[src/design/http_chunked_body_decoder_assert.svh]
// ---------------------------------------------------------------------------
// http_chunked_body_decoder_assert.svh
// Assertion macros shared by the decoder modules.
// ---------------------------------------------------------------------------
`ifndef HTTP_CHUNKED_BODY_DECODER_ASSERT_SVH
`define HTTP_CHUNKED_BODY_DECODER_ASSERT_SVH

// Same-cycle implication, checked on every clock edge out of reset.
`define HCBD_ASSERT_NOW(label, ante, cons) \
    label: assert property (@(posedge i_clk) disable iff (!i_rst_n) (ante) |-> (cons)) \
        else $error("hcbd assertion failed");

// Next-cycle implication.
`define HCBD_ASSERT_NEXT(label, ante, cons) \
    label: assert property (@(posedge i_clk) disable iff (!i_rst_n) (ante) |=> (cons)) \
        else $error("hcbd assertion failed");

`endif

[src/design/hcbd_pkg.sv]
// ---------------------------------------------------------------------------
// hcbd_pkg
// Types, codes and helpers for the chunked body decoder.
// ---------------------------------------------------------------------------
package hcbd_pkg;

    localparam logic [7:0] BYTE_CR = 8'h0D;
    localparam logic [7:0] BYTE_LF = 8'h0A;
    localparam logic [31:0] MAX_BODY_RESET = 32'd65536;

    typedef enum logic [1:0] {
        KIND_PAYLOAD = 2'd0,
        KIND_DONE    = 2'd1,
        KIND_ERROR   = 2'd2
    } t_kind;

    typedef enum logic [7:0] {
        PH_SIZE    = 8'b0000_0001,
        PH_EXT     = 8'b0000_0010,
        PH_SIZE_LF = 8'b0000_0100,
        PH_DATA    = 8'b0000_1000,
        PH_END_CR  = 8'b0001_0000,
        PH_END_LF  = 8'b0010_0000,
        PH_DONE    = 8'b0100_0000,
        PH_ERROR   = 8'b1000_0000
    } t_phase;

    // One input beat as it travels from the skid buffer to the parser.
    typedef struct packed {
        logic [7:0] in_byte;
        logic       new_body;
    } t_in_beat;

    typedef struct packed {
        logic       is_hex;
        logic [3:0] value;
    } t_hex;

    function automatic t_hex hex_decode(input logic [7:0] b);
        t_hex h;
        h.is_hex = 1'b1;
        h.value  = 4'd0;
        if (b >= 8'h30 && b <= 8'h39) begin
            h.value = 4'(b - 8'h30);
        end else if (b >= 8'h41 && b <= 8'h46) begin
            h.value = 4'(b - 8'h37);
        end else if (b >= 8'h61 && b <= 8'h66) begin
            h.value = 4'(b - 8'h57);
        end else begin
            h.is_hex = 1'b0;
        end
        return h;
    endfunction

endpackage

[src/design/http_chunked_body_decoder.sv]
// ---------------------------------------------------------------------------
// http_chunked_body_decoder
// Byte-serial decoder for an HTTP/1.1 chunked message body.
// ---------------------------------------------------------------------------
//  channel  | valid    | stall    | payload
//  ---------+----------+----------+-----------------------------------------
//  input    | i_valid  | o_stall  | i_in_byte, i_new_body
//  output   | o_valid  | i_stall  | o_out_kind, o_out_byte, o_body_length
//  config   | i_cfg_wr_en         | i_cfg_wr_data (max_body_len)
//
//  One byte per cycle sustained while i_stall is low; results are registered.
//  The parser advances one beat per cycle while the result register is free.
//  o_stall comes from the input skid flop, so it never depends on i_stall.
//  Synchronous active-low reset clears the parse state and loads
//  max_body_len with 65536.
// ---------------------------------------------------------------------------
module http_chunked_body_decoder #(
    parameter int LEN_BITS = 32
) (
    input  logic        i_clk,
    input  logic        i_rst_n,
    input  logic        i_valid,
    output logic        o_stall,
    input  logic [7:0]  i_in_byte,
    input  logic        i_new_body,
    output logic        o_valid,
    input  logic        i_stall,
    output logic [1:0]  o_out_kind,
    output logic [7:0]  o_out_byte,
    output logic [31:0] o_body_length,
    input  logic        i_cfg_wr_en,
    input  logic [31:0] i_cfg_wr_data
);

    logic [31:0]        r_max_body_len;
    logic               beat_valid;
    hcbd_pkg::t_in_beat beat;
    logic               pop;

    always_ff @(posedge i_clk) begin
        if (!i_rst_n) begin
            r_max_body_len <= hcbd_pkg::MAX_BODY_RESET;
        end else if (i_cfg_wr_en) begin
            r_max_body_len <= i_cfg_wr_data;
        end
    end

    hcbd_in_skid u_in_skid (
        .i_clk        (i_clk),
        .i_rst_n      (i_rst_n),
        .i_valid      (i_valid),
        .o_stall      (o_stall),
        .i_in_byte    (i_in_byte),
        .i_new_body   (i_new_body),
        .o_beat_valid (beat_valid),
        .o_beat       (beat),
        .i_pop        (pop)
    );

    hcbd_core #(
        .LEN_BITS (LEN_BITS)
    ) u_core (
        .i_clk          (i_clk),
        .i_rst_n        (i_rst_n),
        .i_beat_valid   (beat_valid),
        .i_beat         (beat),
        .o_pop          (pop),
        .i_max_body_len (r_max_body_len),
        .o_valid        (o_valid),
        .i_stall        (i_stall),
        .o_out_kind     (o_out_kind),
        .o_out_byte     (o_out_byte),
        .o_body_length  (o_body_length)
    );

endmodule

[src/design/hcbd_in_skid.sv]
// ---------------------------------------------------------------------------
// hcbd_in_skid
// Two-entry input buffer; stall toward the sender comes from a flop.
// ---------------------------------------------------------------------------
module hcbd_in_skid (
    input  logic              i_clk,
    input  logic              i_rst_n,
    input  logic              i_valid,
    output logic              o_stall,
    input  logic [7:0]        i_in_byte,
    input  logic              i_new_body,
    output logic              o_beat_valid,
    output hcbd_pkg::t_in_beat o_beat,
    input  logic              i_pop
);

    logic               r_m_valid, n_m_valid;
    logic               r_s_valid, n_s_valid;
    hcbd_pkg::t_in_beat r_m_beat, n_m_beat;
    hcbd_pkg::t_in_beat r_s_beat, n_s_beat;
    hcbd_pkg::t_in_beat in_beat;
    logic               accept;

    assign in_beat.in_byte  = i_in_byte;
    assign in_beat.new_body = i_new_body;
    assign o_stall          = r_s_valid;
    assign accept           = i_valid && !r_s_valid;
    assign o_beat_valid     = r_m_valid;
    assign o_beat           = r_m_beat;

    always_comb begin
        n_m_valid = r_m_valid;
        n_s_valid = r_s_valid;
        n_m_beat  = r_m_beat;
        n_s_beat  = r_s_beat;
        if (i_pop) begin
            if (r_s_valid) begin
                n_m_valid = 1'b1;
                n_m_beat  = r_s_beat;
                n_s_valid = 1'b0;
            end else begin
                n_m_valid = accept;
                n_m_beat  = in_beat;
            end
        end else if (!r_m_valid) begin
            n_m_valid = accept;
            n_m_beat  = in_beat;
        end else if (accept) begin
            n_s_valid = 1'b1;
            n_s_beat  = in_beat;
        end
    end

    always_ff @(posedge i_clk) begin
        if (!i_rst_n) begin
            r_m_valid <= 1'b0;
            r_s_valid <= 1'b0;
        end else begin
            r_m_valid <= n_m_valid;
            r_s_valid <= n_s_valid;
        end
        r_m_beat <= n_m_beat;
        r_s_beat <= n_s_beat;
    end

`include "http_chunked_body_decoder_assert.svh"

    // skid slot only fills behind an occupied main slot
    `HCBD_ASSERT_NOW(a_skid_behind_main, r_s_valid, r_m_valid)

endmodule

[src/design/hcbd_core.sv]
// ---------------------------------------------------------------------------
// hcbd_core
// Chunk framing parser with the result register.
// ---------------------------------------------------------------------------
module hcbd_core #(
    parameter int LEN_BITS = 32
) (
    input  logic               i_clk,
    input  logic               i_rst_n,
    input  logic               i_beat_valid,
    input  hcbd_pkg::t_in_beat i_beat,
    output logic               o_pop,
    input  logic [31:0]        i_max_body_len,
    output logic               o_valid,
    input  logic               i_stall,
    output logic [1:0]         o_out_kind,
    output logic [7:0]         o_out_byte,
    output logic [31:0]        o_body_length
);

    localparam int CMP_W = (LEN_BITS > 32) ? LEN_BITS : 32;

    hcbd_pkg::t_phase     r_phase, n_phase, cur_phase;
    logic [LEN_BITS-1:0]  r_chunk, n_chunk, cur_chunk;
    logic [31:0]          r_total, n_total, cur_total;
    logic                 r_size_zero, n_size_zero, cur_size_zero;

    logic                 r_out_valid;
    hcbd_pkg::t_kind      r_kind, n_kind;
    logic [7:0]           r_byte, n_byte;
    logic [31:0]          r_len;

    logic                 out_free;
    logic                 adv;
    logic                 res_load;
    hcbd_pkg::t_hex       hex;
    logic [31:0]          room;
    logic                 too_big;

    assign out_free = !r_out_valid || !i_stall;
    assign adv      = i_beat_valid && out_free;
    assign o_pop    = adv;

    assign cur_phase     = i_beat.new_body ? hcbd_pkg::PH_SIZE : r_phase;
    assign cur_chunk     = i_beat.new_body ? '0 : r_chunk;
    assign cur_total     = i_beat.new_body ? 32'd0 : r_total;
    assign cur_size_zero = i_beat.new_body ? 1'b1 : r_size_zero;

    assign hex     = hcbd_pkg::hex_decode(i_beat.in_byte);
    assign room    = i_max_body_len - cur_total;
    assign too_big = (cur_total > i_max_body_len) || (CMP_W'(cur_chunk) > CMP_W'(room));

    always_comb begin
        n_phase     = cur_phase;
        n_chunk     = cur_chunk;
        n_total     = cur_total;
        n_size_zero = cur_size_zero;
        res_load    = 1'b0;
        n_kind      = hcbd_pkg::KIND_PAYLOAD;
        n_byte      = 8'd0;
        unique case (cur_phase)
            hcbd_pkg::PH_SIZE: begin
                if (hex.is_hex) begin
                    if (cur_chunk[LEN_BITS-1 -: 4] != 4'd0) begin
                        n_phase  = hcbd_pkg::PH_ERROR;
                        res_load = 1'b1;
                        n_kind   = hcbd_pkg::KIND_ERROR;
                    end else begin
                        n_chunk = {cur_chunk[LEN_BITS-5:0], hex.value};
                        if (hex.value != 4'd0) begin
                            n_size_zero = 1'b0;
                        end
                    end
                end else if (i_beat.in_byte == hcbd_pkg::BYTE_CR) begin
                    n_phase = hcbd_pkg::PH_SIZE_LF;
                end else begin
                    n_phase = hcbd_pkg::PH_EXT;
                end
            end
            hcbd_pkg::PH_EXT: begin
                if (i_beat.in_byte == hcbd_pkg::BYTE_CR) begin
                    n_phase = hcbd_pkg::PH_SIZE_LF;
                end
            end
            hcbd_pkg::PH_SIZE_LF: begin
                priority if (i_beat.in_byte == hcbd_pkg::BYTE_CR) begin
                    n_phase = hcbd_pkg::PH_SIZE_LF;
                end else if (i_beat.in_byte != hcbd_pkg::BYTE_LF) begin
                    n_phase = hcbd_pkg::PH_EXT;
                end else if (cur_size_zero) begin
                    n_phase = hcbd_pkg::PH_END_CR;
                end else if (too_big) begin
                    n_phase  = hcbd_pkg::PH_ERROR;
                    res_load = 1'b1;
                    n_kind   = hcbd_pkg::KIND_ERROR;
                end else begin
                    n_phase = hcbd_pkg::PH_DATA;
                end
            end
            hcbd_pkg::PH_DATA: begin
                n_total  = cur_total + 32'd1;
                n_chunk  = cur_chunk - LEN_BITS'(1);
                res_load = 1'b1;
                n_kind   = hcbd_pkg::KIND_PAYLOAD;
                n_byte   = i_beat.in_byte;
                if (n_chunk == '0) begin
                    n_phase = hcbd_pkg::PH_END_CR;
                end
            end
            hcbd_pkg::PH_END_CR: begin
                if (i_beat.in_byte != hcbd_pkg::BYTE_CR) begin
                    n_phase  = hcbd_pkg::PH_ERROR;
                    res_load = 1'b1;
                    n_kind   = hcbd_pkg::KIND_ERROR;
                end else begin
                    n_phase = hcbd_pkg::PH_END_LF;
                end
            end
            hcbd_pkg::PH_END_LF: begin
                priority if (i_beat.in_byte != hcbd_pkg::BYTE_LF) begin
                    n_phase  = hcbd_pkg::PH_ERROR;
                    res_load = 1'b1;
                    n_kind   = hcbd_pkg::KIND_ERROR;
                end else if (cur_size_zero) begin
                    n_phase  = hcbd_pkg::PH_DONE;
                    res_load = 1'b1;
                    n_kind   = hcbd_pkg::KIND_DONE;
                end else begin
                    n_phase     = hcbd_pkg::PH_SIZE;
                    n_chunk     = '0;
                    n_size_zero = 1'b1;
                end
            end
            hcbd_pkg::PH_DONE, hcbd_pkg::PH_ERROR: begin
                n_phase = cur_phase;
            end
            default: begin
                n_phase = hcbd_pkg::PH_ERROR;
            end
        endcase
    end

    always_ff @(posedge i_clk) begin
        if (!i_rst_n) begin
            r_phase     <= hcbd_pkg::PH_SIZE;
            r_chunk     <= '0;
            r_total     <= 32'd0;
            r_size_zero <= 1'b1;
            r_out_valid <= 1'b0;
        end else begin
            if (adv) begin
                r_phase     <= n_phase;
                r_chunk     <= n_chunk;
                r_total     <= n_total;
                r_size_zero <= n_size_zero;
            end
            if (out_free) begin
                r_out_valid <= adv && res_load;
            end
        end
        if (adv && res_load) begin
            r_kind <= n_kind;
            r_byte <= n_byte;
            r_len  <= n_total;
        end
    end

    assign o_valid       = r_out_valid;
    assign o_out_kind    = r_kind;
    assign o_out_byte    = r_byte;
    assign o_body_length = r_len;

`include "http_chunked_body_decoder_assert.svh"

    // a finished or failed body stays silent until a new body starts
    `HCBD_ASSERT_NOW(a_quiet_after_end,
        adv && !i_beat.new_body && (r_phase == hcbd_pkg::PH_DONE || r_phase == hcbd_pkg::PH_ERROR),
        !res_load)
    // payload phase always owes at least one byte of a nonzero chunk
    `HCBD_ASSERT_NOW(a_data_owes_bytes, r_phase == hcbd_pkg::PH_DATA,
        (r_chunk != '0) && !r_size_zero)
    // a completion result always leaves the parser in the done phase
    `HCBD_ASSERT_NEXT(a_done_sets_phase, adv && res_load && n_kind == hcbd_pkg::KIND_DONE,
        r_phase == hcbd_pkg::PH_DONE && r_out_valid)

endmodule
[config.mk]
export PLATFORM = sky130hd
export DESIGN_NAME = http_chunked_body_decoder
export DESIGN_NICKNAME = d
export VERILOG_FILES = /design/src/design/hcbd_pkg.sv /design/src/design/http_chunked_body_decoder.sv /design/src/design/hcbd_in_skid.sv /design/src/design/hcbd_core.sv
export VERILOG_INCLUDE_DIRS = /design/src /design/src/design
export SDC_FILE = /design/constraint.sdc
export NUM_CORES = 1
export LEC_CHECK = 0
export BUFFER_PORTS_ARGS = -buffer_cell sky130_fd_sc_hd__buf_2
export CORE_MARGIN = 2
export CORE_UTILIZATION = 56
export DETAILED_ROUTE_END_ITERATION = 16
export PLACE_DENSITY = 0.78
export SETUP_SLACK_MARGIN = 0.15
export SYNTH_ARGS = -nofsm -noshare
export SYNTH_HDL_FRONTEND = slang
export SYNTH_SLANG_ARGS = --single-unit
export TNS_END_PERCENT = 30
[constraint.sdc]
create_clock -name i_clk -period 7.19 [get_ports i_clk]
set_input_delay 1.438 -clock i_clk [delete_from_list [all_inputs] [get_ports i_clk]]
set_output_delay 1.438 -clock i_clk [all_outputs]
set_load 0.01 [all_outputs]
**Word level (Yosys, flattened, before mapping)**

Cells that the tools add are included.

- Register bits after elaboration: 168
- Word-level logic and storage cells: 121
- Bits of input ports: 46

- Multiplexer cells: 60
- $add $sub $neg: 6
- Magnitude comparators: 8
- Reduce and logical (&&, ||, !) cells: 18
- Bitwise operators: 2
- Equal/unequal tests: 12

Operators with widths:

| cell | number |
|---|---|
| two-way mux 32 bit | 7 |
| case mux 32 bit (3 select lines) | 1 |
| two-way mux 8 bit | 11 |
| greater-than comparator 32 bit | 2 |
| case mux 8 bit (7 select lines) | 1 |
| adder 32 x 1 -> 32 bit (second input constant) | 1 |
| logical NOT 32 bit | 1 |
| subtractor 32 x 1 -> 32 bit (second input constant) | 1 |
| subtractor 32 bit | 1 |
| two-way mux 9 bit | 3 |
| two-way mux 1 bit | 21 |
| equality test 8 x 4 -> 1 bit (second input constant) | 2 |
| greater-or-equal comparator 8 x 7 -> 1 bit (second input constant) | 2 |
| less-or-equal comparator 8 x 7 -> 1 bit (second input constant) | 2 |
| two-way mux 2 bit | 8 |
| != test 8 x 4 -> 1 bit (second input constant) | 2 |
| two-way mux 4 bit | 3 |
| equality test 8 x 1 -> 1 bit (second input constant) | 1 |
| equality test 8 x 2 -> 1 bit (second input constant) | 1 |
| equality test 8 x 3 -> 1 bit (second input constant) | 1 |
| equality test 8 x 5 -> 1 bit (second input constant) | 1 |
| equality test 8 x 6 -> 1 bit (second input constant) | 1 |
| equality test 8 x 7 -> 1 bit (second input constant) | 1 |
| equality test 8 bit (second input constant) | 1 |
| 18 further kinds | 30 |

**Logic depth before layout (Yosys ltp)**

- Depth in word-level cells: 10
- Gate-level depth with buffers: 27

**Hierarchy**

A second synthesis with hierarchy kept.

- Cell total of the unflattened synthesis: 1327
- Area, all modules: 11257.0 µm²

Modules (own cells, without submodules):

| module | times used | seq. area each (µm²) | cells each | area an instance (µm²) |
|---|---|---|---|---|
| hcbd_core | 1 | 2742.6 | 1186 | 9281.4 |
| http_chunked_body_decoder | 1 | 640.6 | 103 | 1241.2 |
| hcbd_in_skid | 1 | 580.6 | 38 | 734.5 |

**Worst setup path before layout**

OpenSTA, ideal clock, no wires.

- Kind: register -> register
- Start point: register u_in_skid.r_m_beat, in the netlist u_in_skid.o_beat[0]
- End point: register u_core.r_len[0], in the netlist u_core.o_body_length[0] (enable)
- Cell stages (with the launch flop): 25
- Path slack: -551 ps
- Arrival time: 7275 ps
- Buffers on the path: 6
- Data required time: 6724 ps
- Path through: edfxtp_1 clkbuf_1 buf_2 buf_2 buf_2 buf_2 clkbuf_1 nor2b_1 ha_1 fa_1 nand2b_1 a21o_1 a21oi_1 a41oi_1 o21ai_0 a21oi_1 xor2_1 ha_1 nand3_1 or3_1 a211o_1 o311a_1 o21ai_0 o21ai_0 a41oi_1

- Word-level cells in the longest chain between the ends: 10

Ends and longest elaborated chain:

| item | line | text |
|---|---|---|
| from (decl) | hcbd_in_skid.sv:19 | `hcbd_pkg::t_in_beat r_m_beat, n_m_beat;` |
| from (signal assigned) | hcbd_in_skid.sv:62 | `r_m_beat <= n_m_beat;` |
| two-way mux 32 bit | hcbd_core.sv:46 | `assign cur_total = i_beat.new_body ? 32'd0 : r_total;` |
| subtractor 32 bit | hcbd_core.sv:50 | `assign room = i_max_body_len - cur_total;` |
| greater-than comparator 32 bit | hcbd_core.sv:51 | `assign too_big = (cur_total > i_max_body_len) \|\| (CMP_W'(cur_chunk) > CMP_W'(room));` |
| logical OR 1 bit | hcbd_core.sv:51 |  |
| two-way mux 1 bit | hcbd_core.sv:92 | `end else if (too_big) begin` |
| two-way mux 1 bit | hcbd_core.sv:90 | `end else if (cur_size_zero) begin` |
| two-way mux 1 bit | hcbd_core.sv:88 | `end else if (i_beat.in_byte != hcbd_pkg::BYTE_LF) begin` |
| two-way mux 1 bit | hcbd_core.sv:86 | `priority if (i_beat.in_byte == hcbd_pkg::BYTE_CR) begin` |
| case mux 1 bit (5 select lines) * | hcbd_core.sv:61 | `unique case (cur_phase)` |
| logical AND 1 bit * | hcbd_core.sv:161 | `if (adv && res_load) begin` |
| to (signal assigned) | hcbd_core.sv:164 | `r_len <= n_total;` |
| to (decl) | hcbd_core.sv:31 | `logic [31:0] r_len;` |

Mark *: on every way between the ends. The rest lies on a longest branch, timed or not.
A chain may end at the register's enable or synchronous reset.

**Final worst setup path**

- Start point: register u_in_skid.r_m_beat, in the netlist u_in_skid.o_beat[0]
- End point: register u_core.r_len[9], in the netlist u_core.o_body_length[9] (enable)

Same word-level chain as after synthesis.

==> impl_metrics.tcl <==
set metrics [dict create \
    crit_start "u_in_skid.o_beat[0]" \
    hold_class "flop to flop" \
    arrival_ns 6.57 \
    dieArea_um2 21700 \
    switchingPower_mw 0.778 \
    route.top_layer_used "met4" \
    ys_warn_count 0 \
    wl_met1_um 13500 \
    clock_latency_ns 0.44 \
    synth_area_per_cell_um2 8.28 \
    slew_viol_final 0 \
    reg2reg_to "u_core.o_body_length[9]" \
    p_seq_share_pct 41.3 \
    clk_pin_slew_ns 0.07 \
    clock-root-buffer "clkbuf_16" \
    cts_made_buffers 17 \
    routed_via_density 6.24 \
    maxCapViolCount 0 \
    setup_viol 0 \
    dp_slack_ns 0.866 \
    fmax_mhz 154 \
    setup-tns-final_ns 0 \
    die_y_um 147 \
    cts_resized 0 \
    wl_met2_um 14400 \
    synth_cell_types 81 \
    cp-end-kind "flop" \
    combPwrFrac_pct 21.5 \
    min_period_ns 6.48 \
    grt_first_pass_wirelength_um 50900 \
    route.detailed.drc 0 \
    grt_antenna_before_repair 0 \
    die_x_um 147 \
    synth_seq_cells 168 \
    status "finished, final reports clean" \
    period_share_pct 90.2 \
    synth_fa_ha_area_share_pct 7.91 \
    max_stage_delay_ns 0.69 \
    worst_slew_pin_slew_ns 1.17 \
    worstHoldPathCells 2 \
    clock-skew-final_ns 0.0126 \
    post_cts_buffers 0 \
    start_util_pct 57.0 \
    syn_nets 1506 \
    synth_top_area_share_pct 18.8 \
    grt_setup_unrepaired "false" \
    grt_usage_pct 28.9 \
    synth_top_family_by_area "simple AND/OR/NAND/NOR gates" \
    switching_share_pct 30.8 \
    synth_most_common_cell "nor2_1" \
    syn_area_um2 11500 \
    synth_area_leaders "dfxtp_1 (19%), edfxtp_1 (16%), ha_1 (7.7%), nor2_1 (6.0%), nand2_1 (3.7%)" \
    cp_cell_sequence "inv_1, nand2_1, ha_1, o21a_1, o31a_1, o21a_1, o2111ai_1, a31oi_1, o41ai_2, mux2i_1, a2111oi_0, ha_1, nand4_1, nor4_1, nand2b_1, o21ai_0, o21ai_0, a41oi_4, buf_4" \
    area_growth_pct 10.2 \
    synth-simple-area-share_pct 25.6 \
    synth_area_leader_cell "dfxtp_1" \
    synth_xor_area_share_pct 5.34 \
    port_buffers 89 \
    timing.rr.start "u_in_skid.o_beat[0]" \
    seqCellArea_um2 3960 \
    core-area_um2 20200 \
    synth-edff-count 60 \
    power_frac_clock_pct 37.2 \
    ant_nets 0 \
    nFillCells 1764 \
    setup_ws_ns 0.707 \
    rows 52 \
    firstDrtPassIters 8 \
    muxShareOfSynthArea_pct 4.11 \
    synth_compound_area_share_pct 18.1 \
    irDropWorstVdd_v 0.000171 \
    via_count 10659 \
    wl_met3_um 2380 \
    synth_ff_type "dfxtp_1" \
    cp.required_ns 7.28 \
    drive_gt1_share_pct 11.2 \
    grt_pass1_vias 10071 \
    grt_max_degree 61 \
    holdPathEnd "u_core.r_total[9]" \
    overflow 0 \
    cts_htree_levels 4 \
    reg2reg_slack_ns 0.71 \
    final_area_um2 12700 \
    clock-sinks 168 \
    p_per_area_nw_per_um2 200 \
    leakagePower_nw 5.05 \
    critPathKind "flop to flop" \
    cts_buffer_depth 2 \
    cpMaxStageDelayCell "a41oi_4" \
    cts_tree "done" \
    nets 1542 \
    ys_seq_area_share_pct 34.5 \
    holdBufCountCts 0 \
    finalHoldViolCount 0 \
    hp-start "u_core.r_total[9]" \
    multiInputGateArea_um2 7050 \
    synth_commonest_cells "nor2_1 (185), nand2_1 (112), dfxtp_1 (108), clkbuf_1 (72)" \
    gp_congestion 1.00 \
    rr_worst_depth 19 \
    maxSlewHeadroom_pct 19.7 \
    dp_hpwl_um 22200 \
    antenna_cells 0 \
    async_flop_share_pct 0 \
    crit_fanout 25 \
    intPower_mw 1.75 \
    wl_per_cell_um 18.3 \
    drtIter0Drc 1000 \
    start_kind "flop" \
    io_pins 90 \
    postPlaceCellArea_um2 12100 \
    synthCells 1388 \
    wirelength_um 31300 \
]
## critical path, delay by kind of cell (launching register included)
kind                     cells  cell delay [ns]
flip-flops                   1             0.41
AND/OR/NAND/NOR              4             0.83
adder cells (fa/ha/maj)      2             0.63
AO/OA/AOI/OAI               10             3.29
multiplexers                 1             0.17
buffers and inverters        2             0.80
## cells in the final DEF (no fill, tap or decap), drive strengths merged, types with 47 or more instances in the layout
cell / instances
ha: 71
edfxtp: 60
nor2b: 49
a21oi: 71
inv: 56
nor3: 60
xnor2: 47
dfxtp: 108
buf: 101
nor2: 185
o21ai: 70
nand2: 112
## per-layer routing
layer  track usage [%]  vias up
met5                 0        -
met4              11.0        0
met3              4.91       62
met2              47.3      457
met1              38.4     5016
li1                  -     5124
## sequential cells by signal, indices dropped and copies added (netlist names)
signal and count:
r_max_body_len 32, u_core.o_body_length 32, u_core.r_chunk 32, u_core.r_total 32
u_in_skid.o_beat 9, u_in_skid.r_s_beat 9, u_core.o_out_byte 8, u_core.r_phase 8
u_core.o_out_kind 2, u_core.o_valid 1, u_core.r_size_zero 1, u_in_skid.o_beat_valid 1
u_in_skid.o_stall 1
## area by class of cell
type,count,share of cell area (%)
Multi-Input combinational cell,1086,55.6
Sequential cell,168,31.3
Timing Repair Buffer,101,4.23
Clock buffer,18,3.39
Tap cell,270,2.67
Inverter,50,1.48
Clock inverter,14,1.27
## worst max path at each step
stage	to	depth (start not counted)
final	u_core.o_body_length[9]	19
after global routing	u_core.o_body_length[9]	19
after CTS	u_core.o_body_length[9]	19
after detailed placement	u_core.o_body_length[15]	19
after global placement	u_core.o_body_length[15]	21
after floorplan	u_core.o_body_length[0]	24
## kinds of logic (layout without fill, tap and decap cells)
family          count (synthesis)  count (layout)
buf+inv                       134             183
mux                            46              46
fa+ha+maj                      72              72
flops                         168             168
xor+xnor                       70              70
compound gates                312             312
simple gates                  586             586
## power groups by stage
stage	clock network (mW)	logic (mW)	registers [mW]
6_report	0.941	0.543	1.04
4_1_cts	0.946	0.535	1.04
3_5_place_dp	0	0.529	1.06
2_1_floorplan	0	0.416	1.05
5_1_grt	0.986	0.605	1.05
3_3_place_gp	0	0.516	1.06
## through the flow
step	utilization [%]	hold WS, ns	instances	power (mW)
floorplan	-	0.445	1388	1.46
global placement	59.8	0.461	1675	1.58
detailed placement	59.8	0.468	1675	1.59
CTS	62.8	0.478	1707	2.52
global route	62.8	0.520	1707	2.64
finish	62.8	0.481	1707	2.53
(Power assumes the default switching activity.)
